### src/rtl/framed_conv_encoder_scrambler_assert.svh
// -----------------------------------------------------------------------------
// Assertion macros for the framed convolutional encoder and scrambler.
// Each macro uses clk and rst_n of the module it stands in.
// -----------------------------------------------------------------------------
`ifndef FRAMED_CONV_ENCODER_SCRAMBLER_ASSERT_SVH
`define FRAMED_CONV_ENCODER_SCRAMBLER_ASSERT_SVH

`ifndef NO_ASSERTIONS

// Same-cycle implication
`define FCES_ASSERT_SAME(lbl, ante, cons) \
  lbl: assert property (@(posedge clk) disable iff (!rst_n) (ante) |-> (cons)) \
    else $error("fces assertion failed");

// Next-cycle implication
`define FCES_ASSERT_NEXT(lbl, ante, cons) \
  lbl: assert property (@(posedge clk) disable iff (!rst_n) (ante) |=> (cons)) \
    else $error("fces assertion failed");

`else

`define FCES_ASSERT_SAME(lbl, ante, cons)
`define FCES_ASSERT_NEXT(lbl, ante, cons)

`endif

`endif

### src/rtl/fces_pkg.sv
// -----------------------------------------------------------------------------
// fces_pkg
// Types, constants and bit-level functions shared by the encoder modules.
// -----------------------------------------------------------------------------
package fces_pkg;

  localparam int FRAME_PAIRS_W = 15;
  localparam int SYNC_WORD_W   = 32;
  localparam int BIT_POS_W     = 16;
  localparam int HIST_W        = 6;
  localparam int SCR_W         = 8;
  localparam int NIB_W         = 4;
  localparam int SYNC_CNT_W    = 3;
  localparam int CFG_ADDR_W    = 3;
  localparam int CFG_DATA_W    = 32;

  localparam logic [FRAME_PAIRS_W-1:0] FRAME_PAIRS_RST = 15'd500;
  localparam logic [SYNC_WORD_W-1:0]   SYNC_WORD_RST   = 32'h1ACF_FC1D;
  localparam logic [SCR_W-1:0]         SCR_SEED        = 8'hFF;
  localparam logic [SYNC_CNT_W-1:0]    SYNC_CNT_LAST   = 3'd7;

  // Register index, taken from paddr[2]
  typedef enum logic {
    REG_FRAME_PAIRS = 1'b0,
    REG_SYNC_WORD   = 1'b1
  } reg_idx_t;

  // Configuration handed from the register block to the datapath
  typedef struct packed {
    logic [FRAME_PAIRS_W-1:0] frame_pairs;
    logic [SYNC_WORD_W-1:0]   sync_word;
  } cfg_t;

  typedef struct packed {
    logic [SCR_W-1:0] state;
    logic [NIB_W-1:0] nib;
  } scr_res_t;

  // K=7 encoder, generators 171/133 octal; returns {g1, g2}
  function automatic logic [1:0] conv_code(input logic [HIST_W-1:0] h, input logic b);
    logic g1;
    logic g2;
    g1 = h[0] ^ h[3] ^ h[4] ^ h[5] ^ b;
    g2 = h[0] ^ h[1] ^ h[3] ^ h[4] ^ b;
    return {g1, g2};
  endfunction

  // Scramble a nibble MSB first, one LFSR step per bit
  function automatic scr_res_t scramble_nibble(input logic [SCR_W-1:0] seed,
                                               input logic [NIB_W-1:0] nib);
    scr_res_t   res;
    logic [SCR_W-1:0] s;
    logic       fb;
    s = seed;
    res.nib = '0;
    for (int k = NIB_W - 1; k >= 0; k--) begin
      res.nib[k] = nib[k] ^ s[0];
      fb = s[0] ^ s[3] ^ s[5] ^ s[7];
      s = {fb, s[SCR_W-1:1]};
    end
    res.state = s;
    return res;
  endfunction

endpackage

### src/rtl/fces_regs.sv
// -----------------------------------------------------------------------------
// fces_regs
// APB-style configuration registers: frame length and sync word.
// -----------------------------------------------------------------------------
module fces_regs (
  input  logic                              clk,
  input  logic                              rst_n,
  input  logic                              cfg_psel,
  input  logic                              cfg_penable,
  input  logic                              cfg_pwrite,
  input  logic [fces_pkg::CFG_ADDR_W-1:0]   cfg_paddr,
  input  logic [fces_pkg::CFG_DATA_W-1:0]   cfg_pwdata,
  output logic [fces_pkg::CFG_DATA_W-1:0]   cfg_prdata,
  output logic                              cfg_pready,
  output fces_pkg::cfg_t                    cfg
);
  import fces_pkg::*;

  logic [FRAME_PAIRS_W-1:0] frame_pairs_r;
  logic [SYNC_WORD_W-1:0]   sync_word_r;
  logic                     wr_en;
  reg_idx_t                 idx;

  assign cfg_pready = 1'b1;
  assign idx        = reg_idx_t'(cfg_paddr[2]);
  assign wr_en      = cfg_psel & cfg_penable & cfg_pwrite & cfg_pready;

  // Register write
  always_ff @(posedge clk) begin
    if (!rst_n) begin
      frame_pairs_r <= FRAME_PAIRS_RST;
      sync_word_r   <= SYNC_WORD_RST;
    end else if (wr_en) begin
      case (idx)
        REG_FRAME_PAIRS: frame_pairs_r <= cfg_pwdata[FRAME_PAIRS_W-1:0];
        REG_SYNC_WORD:   sync_word_r   <= cfg_pwdata[SYNC_WORD_W-1:0];
        default: ;
      endcase
    end
  end

  // Read mux
  always_comb begin
    case (idx)
      REG_FRAME_PAIRS: cfg_prdata = {{(CFG_DATA_W-FRAME_PAIRS_W){1'b0}}, frame_pairs_r};
      REG_SYNC_WORD:   cfg_prdata = sync_word_r;
      default:         cfg_prdata = '0;
    endcase
  end

  assign cfg.frame_pairs = frame_pairs_r;
  assign cfg.sync_word   = sync_word_r;

endmodule

### src/rtl/fces_core.sv
// -----------------------------------------------------------------------------
// fces_core
// Input register, sync sequencer, encoder, scrambler and result register.
// -----------------------------------------------------------------------------
`include "framed_conv_encoder_scrambler_assert.svh"

module fces_core (
  input  logic                          clk,
  input  logic                          rst_n,
  input  fces_pkg::cfg_t                cfg,
  input  logic                          in_valid,
  output logic                          in_ready,
  input  logic                          in_bit,
  output logic                          out_valid,
  input  logic                          out_ready,
  output logic [fces_pkg::NIB_W-1:0]    out_nib,
  output logic                          out_is_sync,
  output logic                          out_frame_end,
  output logic                          out_last
);
  import fces_pkg::*;

  // Input register
  logic                    item_valid_r;
  logic                    item_bit_r;
  // Frame and coder state
  logic [SYNC_CNT_W-1:0]   sync_cnt_r;
  logic [BIT_POS_W-1:0]    bitpos_r;
  logic [HIST_W-1:0]       hist_r;
  logic [SCR_W-1:0]        scr_r;
  logic [1:0]              held_r;
  // Result register
  logic                    out_valid_r;
  logic [NIB_W-1:0]        out_nib_r;
  logic                    out_sync_r;
  logic                    out_fend_r;
  logic                    out_last_r;

  logic                    frame_start;
  logic                    sync_last;
  logic [4:0]              sync_sel;
  logic [NIB_W-1:0]        sync_nib;
  logic [HIST_W-1:0]       hist_use;
  logic [1:0]              coded;
  logic [NIB_W-1:0]        data_nib;
  logic [SCR_W-1:0]        scr_in;
  logic [NIB_W-1:0]        nib_in;
  scr_res_t                scr_out;
  logic [FRAME_PAIRS_W-1:0] pairs;
  logic [BIT_POS_W:0]      limit;
  logic [BIT_POS_W:0]      pos_inc;
  logic                    fend;
  logic                    emit;
  logic                    out_ok;
  logic                    step;
  logic                    consume;

  assign frame_start = (bitpos_r == '0);
  assign sync_last   = (sync_cnt_r == SYNC_CNT_LAST);

  // Sync nibble select, most significant nibble first
  assign sync_sel = {~sync_cnt_r, 2'b00};
  assign sync_nib = cfg.sync_word[sync_sel +: NIB_W];

  // Encoder; history is cleared at frame start
  assign hist_use = frame_start ? '0 : hist_r;
  assign coded    = conv_code(hist_use, item_bit_r);
  assign data_nib = {held_r, coded};

  // Scrambler, reloaded on the first sync nibble
  assign scr_in  = frame_start ? ((sync_cnt_r == '0) ? SCR_SEED : scr_r) : scr_r;
  assign nib_in  = frame_start ? sync_nib : data_nib;
  assign scr_out = scramble_nibble(scr_in, nib_in);

  // Frame end test; zero length counts as one pair
  assign pairs   = (cfg.frame_pairs == '0) ? FRAME_PAIRS_W'(1) : cfg.frame_pairs;
  assign limit   = {1'b0, pairs, 1'b0};
  assign pos_inc = {1'b0, bitpos_r} + (BIT_POS_W+1)'(1);
  assign fend    = (pos_inc >= limit);

  // Handshake control
  assign emit     = item_valid_r & (frame_start | bitpos_r[0]);
  assign out_ok   = ~out_valid_r | out_ready;
  assign step     = item_valid_r & (~emit | out_ok);
  assign consume  = step & (~frame_start | sync_last);
  assign in_ready = ~item_valid_r | consume;

  // Input register
  always_ff @(posedge clk) begin
    if (!rst_n) begin
      item_valid_r <= 1'b0;
    end else if (in_valid && in_ready) begin
      item_valid_r <= 1'b1;
    end else if (consume) begin
      item_valid_r <= 1'b0;
    end
  end

  always_ff @(posedge clk) begin
    if (in_valid && in_ready) begin
      item_bit_r <= in_bit;
    end
  end

  // Frame, coder and scrambler state
  always_ff @(posedge clk) begin
    if (!rst_n) begin
      sync_cnt_r <= '0;
      bitpos_r   <= '0;
      hist_r     <= '0;
      scr_r      <= SCR_SEED;
      held_r     <= '0;
    end else if (step) begin
      if (emit) begin
        scr_r <= scr_out.state;
      end
      if (consume) begin
        sync_cnt_r <= '0;
        hist_r     <= {item_bit_r, hist_use[HIST_W-1:1]};
        if (!bitpos_r[0]) begin
          held_r   <= coded;
          bitpos_r <= pos_inc[BIT_POS_W-1:0];
        end else begin
          held_r   <= '0;
          bitpos_r <= fend ? '0 : pos_inc[BIT_POS_W-1:0];
        end
      end else begin
        sync_cnt_r <= sync_cnt_r + SYNC_CNT_W'(1);
      end
    end
  end

  // Result register
  always_ff @(posedge clk) begin
    if (!rst_n) begin
      out_valid_r <= 1'b0;
    end else if (step && emit) begin
      out_valid_r <= 1'b1;
    end else if (out_ready) begin
      out_valid_r <= 1'b0;
    end
  end

  always_ff @(posedge clk) begin
    if (step && emit) begin
      out_nib_r  <= scr_out.nib;
      out_sync_r <= frame_start;
      out_fend_r <= ~frame_start & fend;
      out_last_r <= ~frame_start | sync_last;
    end
  end

  assign out_valid     = out_valid_r;
  assign out_nib       = out_nib_r;
  assign out_is_sync   = out_sync_r;
  assign out_frame_end = out_fend_r;
  assign out_last      = out_last_r;

  // Sync nibbles never close a frame
  `FCES_ASSERT_SAME(a_sync_no_fend, out_valid_r && out_sync_r, !out_fend_r)
  // A frame end is always the last result of its transaction
  `FCES_ASSERT_SAME(a_fend_last, out_valid_r && out_fend_r, out_last_r)
  // Sync sequencer steps by one per emitted sync nibble
  `FCES_ASSERT_NEXT(a_sync_step, step && frame_start && !sync_last,
                    sync_cnt_r == $past(sync_cnt_r) + SYNC_CNT_W'(1))
  // Second bit of a pair always yields one data nibble
  `FCES_ASSERT_NEXT(a_pair_out, step && bitpos_r[0],
                    out_valid_r && !out_sync_r && out_last_r)

endmodule

### src/rtl/framed_conv_encoder_scrambler.sv
// -----------------------------------------------------------------------------
// framed_conv_encoder_scrambler
// Framed K=7 rate-1/2 convolutional encoder with scrambled sync marker.
// -----------------------------------------------------------------------------
//  channel  | direction | contents
//  ---------+-----------+------------------------------------------------------
//  in_*     | slave     | tdata[0] = data_bit
//  out_*    | master    | tdata[3:0] = nibble, tuser = {frame_end, is_sync}, tlast = last
//  cfg_*    | APB slave | 0x0 frame_pairs[14:0], 0x4 sync_word[31:0]
//
// One data bit is taken per cycle outside the sync marker unless a stalled result
// channel holds a nibble; the second bit of each pair yields one nibble through the result register.
// The first bit of a frame holds the input register while the sync sequencer
// emits the eight sync nibbles, one per cycle unless the result channel stalls.
// rst_n is synchronous; after reset the next bit starts a new frame.
// A stalled result channel blocks only when a nibble must be emitted.
// -----------------------------------------------------------------------------
module framed_conv_encoder_scrambler (
  input  logic                            clk,
  input  logic                            rst_n,
  // Input stream
  input  logic                            in_tvalid,
  output logic                            in_tready,
  input  logic [7:0]                      in_tdata,   // [0] data_bit, [7:1] zero
  // Result stream
  output logic                            out_tvalid,
  input  logic                            out_tready,
  output logic [7:0]                      out_tdata,  // [3:0] nibble, [7:4] zero
  output logic [1:0]                      out_tuser,  // [0] is_sync, [1] frame_end
  output logic                            out_tlast,
  // Configuration
  input  logic                            cfg_psel,
  input  logic                            cfg_penable,
  input  logic                            cfg_pwrite,
  input  logic [fces_pkg::CFG_ADDR_W-1:0] cfg_paddr,
  input  logic [fces_pkg::CFG_DATA_W-1:0] cfg_pwdata,
  output logic [fces_pkg::CFG_DATA_W-1:0] cfg_prdata,
  output logic                            cfg_pready
);
  import fces_pkg::*;

  cfg_t             cfg;
  logic [NIB_W-1:0] nib;
  logic             is_sync;
  logic             frame_end;

  fces_regs u_regs (
    .clk         (clk),
    .rst_n       (rst_n),
    .cfg_psel    (cfg_psel),
    .cfg_penable (cfg_penable),
    .cfg_pwrite  (cfg_pwrite),
    .cfg_paddr   (cfg_paddr),
    .cfg_pwdata  (cfg_pwdata),
    .cfg_prdata  (cfg_prdata),
    .cfg_pready  (cfg_pready),
    .cfg         (cfg)
  );

  fces_core u_core (
    .clk           (clk),
    .rst_n         (rst_n),
    .cfg           (cfg),
    .in_valid      (in_tvalid),
    .in_ready      (in_tready),
    .in_bit        (in_tdata[0]),
    .out_valid     (out_tvalid),
    .out_ready     (out_tready),
    .out_nib       (nib),
    .out_is_sync   (is_sync),
    .out_frame_end (frame_end),
    .out_last      (out_tlast)
  );

  // Pack result fields
  assign out_tdata = {{(8-NIB_W){1'b0}}, nib};
  assign out_tuser = {frame_end, is_sync};

endmodule
### config.mk
export PLATFORM = sky130hd
export DESIGN_NAME = framed_conv_encoder_scrambler
export DESIGN_NICKNAME = d
export VERILOG_FILES = /design/src/rtl/fces_pkg.sv /design/src/rtl/fces_regs.sv /design/src/rtl/fces_core.sv /design/src/rtl/framed_conv_encoder_scrambler.sv
export VERILOG_INCLUDE_DIRS = /design/src /design/src/rtl
export SDC_FILE = /design/constraint.sdc
export NUM_CORES = 1
export LEC_CHECK = 0
export BUFFER_PORTS_ARGS = -buffer_cell sky130_fd_sc_hd__buf_2
export CORE_MARGIN = 2
export CORE_UTILIZATION = 50
export CTS_BUF_LIST = sky130_fd_sc_hd__clkbuf_2 sky130_fd_sc_hd__clkbuf_4 sky130_fd_sc_hd__clkbuf_8
export DETAILED_ROUTE_END_ITERATION = 16
export HOLD_SLACK_MARGIN = 0.15
export PLACE_DENSITY = 0.71
export SETUP_SLACK_MARGIN = 0.05
export SYNTH_ARGS = -nofsm -noshare
export SYNTH_HDL_FRONTEND = slang
export SYNTH_SLANG_ARGS = --single-unit
export TNS_END_PERCENT = 50
### constraint.sdc
create_clock -name clk -period 4.45 [get_ports clk]
set_clock_uncertainty 0.05 [all_clocks]
set_input_delay 0.445 -clock clk [delete_from_list [all_inputs] [get_ports clk]]
set_output_delay 0.445 -clock clk [all_outputs]
set_load 0.05 [all_outputs]
Yosys cells after proc, flatten, opt, wreduce, memory -nomap -nowiden
Cells that the tools add are included.
Operators by class
  equal/unequal tests: 1
  add/subtract/negate cells: 2
  bitwise gates (word level): 41
  magnitude comparators: 1
  shifts and indexed selects: 1
  multiplexer cells: 14
  reductions and logical operators: 11
Operators with widths (count)
  $pmux 32 s2: 1
  $mux 16: 2
  $shiftx 32x6->4: 1
  $xor 1x1->1: 24
  $add 16x1->17 const B: 1
  $ge 17x16->1: 1
  $logic_not 16->1: 1
  $mux 8: 2
  $logic_not 15->1: 1
  $mux 15: 1
  $reduce_and 2->1: 4
  $and 1x1->1: 6
  $mux 6: 1
  $not 1->1: 5
  $or 1x1->1: 5
  $mux 1: 4
  $mux 4: 1
  $reduce_bool 2->1: 2
  $add 3x1->3 const B: 1
  $eq 3x3->1 const B: 1
  $logic_not 3->1: 1
  $mux 3: 1
  $not 3->3: 1
  $logic_and 1x1->1: 2
  $mux 2: 1
Storage, ports and cells
  logic and storage cells: 85
  register bits after elaboration: 92
  input port bits: 50

Longest topological paths before layout
  word-level depth: 10
  mapped depth: 16

By module
Synthesis repeated with hierarchy kept, for this count alone.
Unflattened totals
  cells, all modules: 622
  area, all modules: 5599.1 µm²
By module, submodules not included
  fces_core: times used 1, cells an instance 374, area an instance 3231.8 µm²
  fces_regs: times used 1, cells an instance 241, area an instance 2318.5 µm²
  framed_conv_encoder_scrambler: times used 1, cells an instance 7, area an instance 48.8 µm²

Least setup slack after synthesis
No wires, ideal clock.
  kind: reg-to-reg
  start: register (tool-made name)
  end: register u_core.bitpos_r[5]
  clock period less this slack: 3516 ps
  arrival: 3367 ps
  slack: 934 ps
  path buffers: 1
  cell stages (with the launch flop): 17
  setup time: 100 ps
  data required time: 4300 ps
  path through: dfxtp_1 -> ha_1 -> and3_1 -> and3_4 -> and2_4 -> and3_1 -> buf_4 -> nand3_1 -> xnor2_1 -> ha_1 -> nand4_1 -> nor4_1 -> a211o_1 -> a21o_1 -> a311oi_4 -> nor2_4 -> a2111oi_4
RTL lines
  to (signal assigned): RTL line fces_core.sv:122  | bitpos_r <= pos_inc[BIT_POS_W-1:0];
  to (signal assigned): RTL line fces_core.sv:125  | bitpos_r <= fend ? '0 : pos_inc[BIT_POS_W-1:0];
  to (decl): RTL line fces_core.sv:28  | logic [BIT_POS_W-1:0] bitpos_r;

==> results.py <==
metrics = {
    "routing": {
        "dr.pass1.iters": 5,
        "wl_per_cell_um": 15.6,
        "viasPerCell": 5.60,
        "vias": 4617,
        "drt_iter0_drc": 326,
        "drc": 0,
        "drt-total-wl_mm": 12.9,
        "drtAntennaViolNets": 0,
    },
    "power_and_ir_drop": {
        "leakage_nw": 2.45,
        "p_sw_share_pct": 34.5,
        "p_comb_share_pct": 23.9,
        "power.internal_w": 0.00132,
        "power_density_nw_per_um2": 348,
        "p_seq_share_pct": 45.4,
        "max-vdd-ir-drop_mv": 0.198,
        "p_switching_w": 0.000693,
        "clockPowerShare_pct": 30.6,
    },
    "place": {
        "post-place-ws_ns": 0.414,
        "dp.cells": 809,
        "placed_area_um2": 5570,
        "gp_congestion": 0.911,
        "dpl.hpwl_mm": 9.14,
        "portBuffers": 81,
    },
    "die": {
        "die-area_um2": 11200,
        "num_io_pins": 96,
        "rows": 37,
        "die_y_um": 106,
        "coreArea_um2": 10200,
        "initial_core_util_pct": 50.8,
        "die_w_um": 106,
    },
    "clock_network": {
        "cts_tree": "yes",
        "path_clk_slew_ns": 0.10,
        "clock_latency_ns": 0.37,
        "root_buffer": "clkbuf_8",
        "cts_resized": 0,
        "htreeDepth": 3,
        "cts_made_buffers": 9,
        "cts.path.max_buffers": 2,
        "cts_hold_buf": 0,
        "numClockSinks": 92,
        "post_cts_buffers": 0,
    },
    "timing": {
        "hold_viol": 0,
        "rsz0062_at_grt": "no",
        "max_freq_ghz": 0.243,
        "period_share_pct": 92.4,
        "tightestPinTransition_ns": 1.10,
        "worst_hold_slack_ns": 0.198,
        "final-setup-viol-count": 0,
        "finalMaxSlewViolations": 0,
        "setup_ws_ns": 0.336,
        "tns_ns": 0,
        "slew_headroom_pct": 26.6,
        "period_minus_slack_ns": 4.11,
    },
    "finish": {
        "diodes": 0,
        "multi_input_area_um2": 2940,
        "seq_area_um2": 1920,
        "stdcell_count": 825,
        "nFillCells": 960,
        "syn_to_final_growth_pct": 11.8,
        "stdcell_area_um2": 5790,
        "num-nets-final": 754,
        "drive_gt1_share_pct": 19.3,
    },
    "synthesis": {
        "synth-seq-area-share_pct": 37.1,
        "ys_async_sr_fraction_pct": 0,
        "synth_area_leaders": "dfxtp_1, nand2_1, ha_1, edfxtp_1, nand3_1",
        "yosysTopAreaCell": "dfxtp_1",
        "yosys.cell_types.count": 66,
        "ys_seq_elements": 92,
        "synth.top_cell.area_share_pct": 32.5,
        "synth_flop_cell": "dfxtp_1",
        "synth-edff-count": 8,
        "avgSynthCellArea_um2": 8.20,
        "netlist_area_um2": 5180,
        "syn_inst": 631,
        "yosysWarnings": 0,
    },
    "critical_path": {
        "crit_required_ns": 4.67,
        "critPathMaxFanout": 9,
        "cp-end-kind": "flop",
        "r2r_setup_slack_ns": 0.34,
        "worstSetupStartpointType": "flop",
        "arrival_ns": 4.33,
        "path_class": "reg2reg",
    },
    "global_route": {
        "track_usage_pct": 23.4,
        "grt_pass1_wl_mm": 21.1,
        "antenna_found_initial": 0,
        "gr-total-overflow": 0,
        "grt_max_degree": 50,
        "grt_pass1_vias": 4284,
    },
    "job": {
        "max_cap_violations": 0,
    },
    "min_path": {
        "worstHoldPathType": "in2reg",
    },
    "status": {
        "status": "finished, final reports clean",
    },
}
==> registers in the layout, indices dropped and copies added (netlist names), 2 cells and up, named ones only <==
register              cells
u_regs.sync_word_r       32
u_core.bitpos_r          15
u_regs.frame_pairs_r     15
u_core.scr_r              8
u_core.hist_r             6
u_core.out_nib            4
u_core.sync_cnt_r         3
u_core.held_r             2
==> metal layers <==
metal	vias up	part of all wire [%]	GRT usage (%)	wire length [um]
li1	2277	-	-	-
met1	2157	44	32.2	5740
met2	155	48	37.5	6150
met3	28	5.3	3.34	686
met4	0	2.5	8.74	316
met5	-	0	0	0
==> cell families (layout without fill, tap and decap cells) <==
group           count (synthesis)  after routing  synth area share (%)
flops                          92             92                  37.1
mux                            15             15                  4.96
simple gates                  285            285                  26.9
xor+xnor                       35             35                  5.92
fa+ha+maj                      20             20                  4.83
buf+inv                        72            127                  6.36
compound gates                110            110                  13.8
other cells                     2              5                 0.145
==> power by group through the flow <==
stage          Clock [W]  Combinational (W)  Sequential, W
2_1_floorplan          0           0.000368       0.000945
3_3_place_gp           0           0.000470       0.000931
3_5_place_dp           0           0.000478       0.000932
4_1_cts         0.000629           0.000481       0.000913
5_1_grt         0.000663           0.000521       0.000920
6_report        0.000616           0.000481       0.000913
==> per-stage QoR <==
step / utilization [%] / total power [W]
4_1_cts: 56.8 / 0.00202
6_report: 56.8 / 0.00201
3_3_place_gp: 54.7 / 0.00140
5_1_grt: 56.8 / 0.00210
2_1_floorplan: - / 0.00131
3_5_place_dp: 54.7 / 0.00141
==> Yosys cell counts (3+ instances only) <==
library cell	instances
buf_6	3
clkbuf_1	27
or4_1	3
dfxtp_1	84
nor4_1	9
a22oi_1	5
buf_1	4
o21ai_1	10
a21oi_1	38
o211ai_1	7
nand2b_1	6
inv_1	23
nand3_1	39
mux2_2	5
nor2_1	28
ha_1	20
nand4_1	9
xnor2_1	20
and2_1	19
o21ai_0	24
or3_1	5
edfxtp_1	8
nand2_1	131
buf_2	5
buf_4	8
mux4_2	8
and3_1	6
nor3_1	11
xor2_1	15
==> placed cells by master, fill, tap and decap left out, types with 8 or more instances in the layout <==
master	count
nor4_1	9
buf_2	81
nand4_1	9
nand2_1	131
edfxtp_1	8
o21ai_1	10
mux4_2	8
and2_1	19
a21oi_1	38
nand3_1	39
nor3_1	11
xnor2_1	20
clkbuf_8	9
o21ai_0	24
dfxtp_1	84
inv_1	23
nor2_1	27
xor2_1	15
ha_1	20
==> critical path, cell delays in order (launching register included) <==
cell and delay [ns]:
dfxtp_1 0.42, ha_1 0.28, and3_1 0.26, and3_4 0.22, and2_4 0.18, and3_1 0.36, nand3_1 0.14, xnor2_1 0.15
ha_1 0.34, nand4_1 0.11, nor4_1 0.06, a211o_1 0.23, a21o_1 0.21, a311oi_4 0.51, nor2_4 0.16, a2111oi_4 0.33
==> area by class of cell <==
cell class,instances,area share [%]
clock inverter,7,1.62
sequential,92,33.2
multi-input combinational,470,50.8
tap,136,2.94
timing repair buffer,86,7.66
clock buffer,9,2.14
inverter,25,1.62
==> final timing paths <==
path              cells past startpoint                  to              from
setup / recovery                     15  u_core.bitpos_r[5]              flop
hold reg to reg                       2    u_core.held_r[0]  u_core.held_r[0]
hold / removal                        1   u_core.item_bit_r       in_tdata[0]
setup reg to reg                     15  u_core.bitpos_r[5]              flop
No activity file was read; power rests on OpenSTA's default activity.
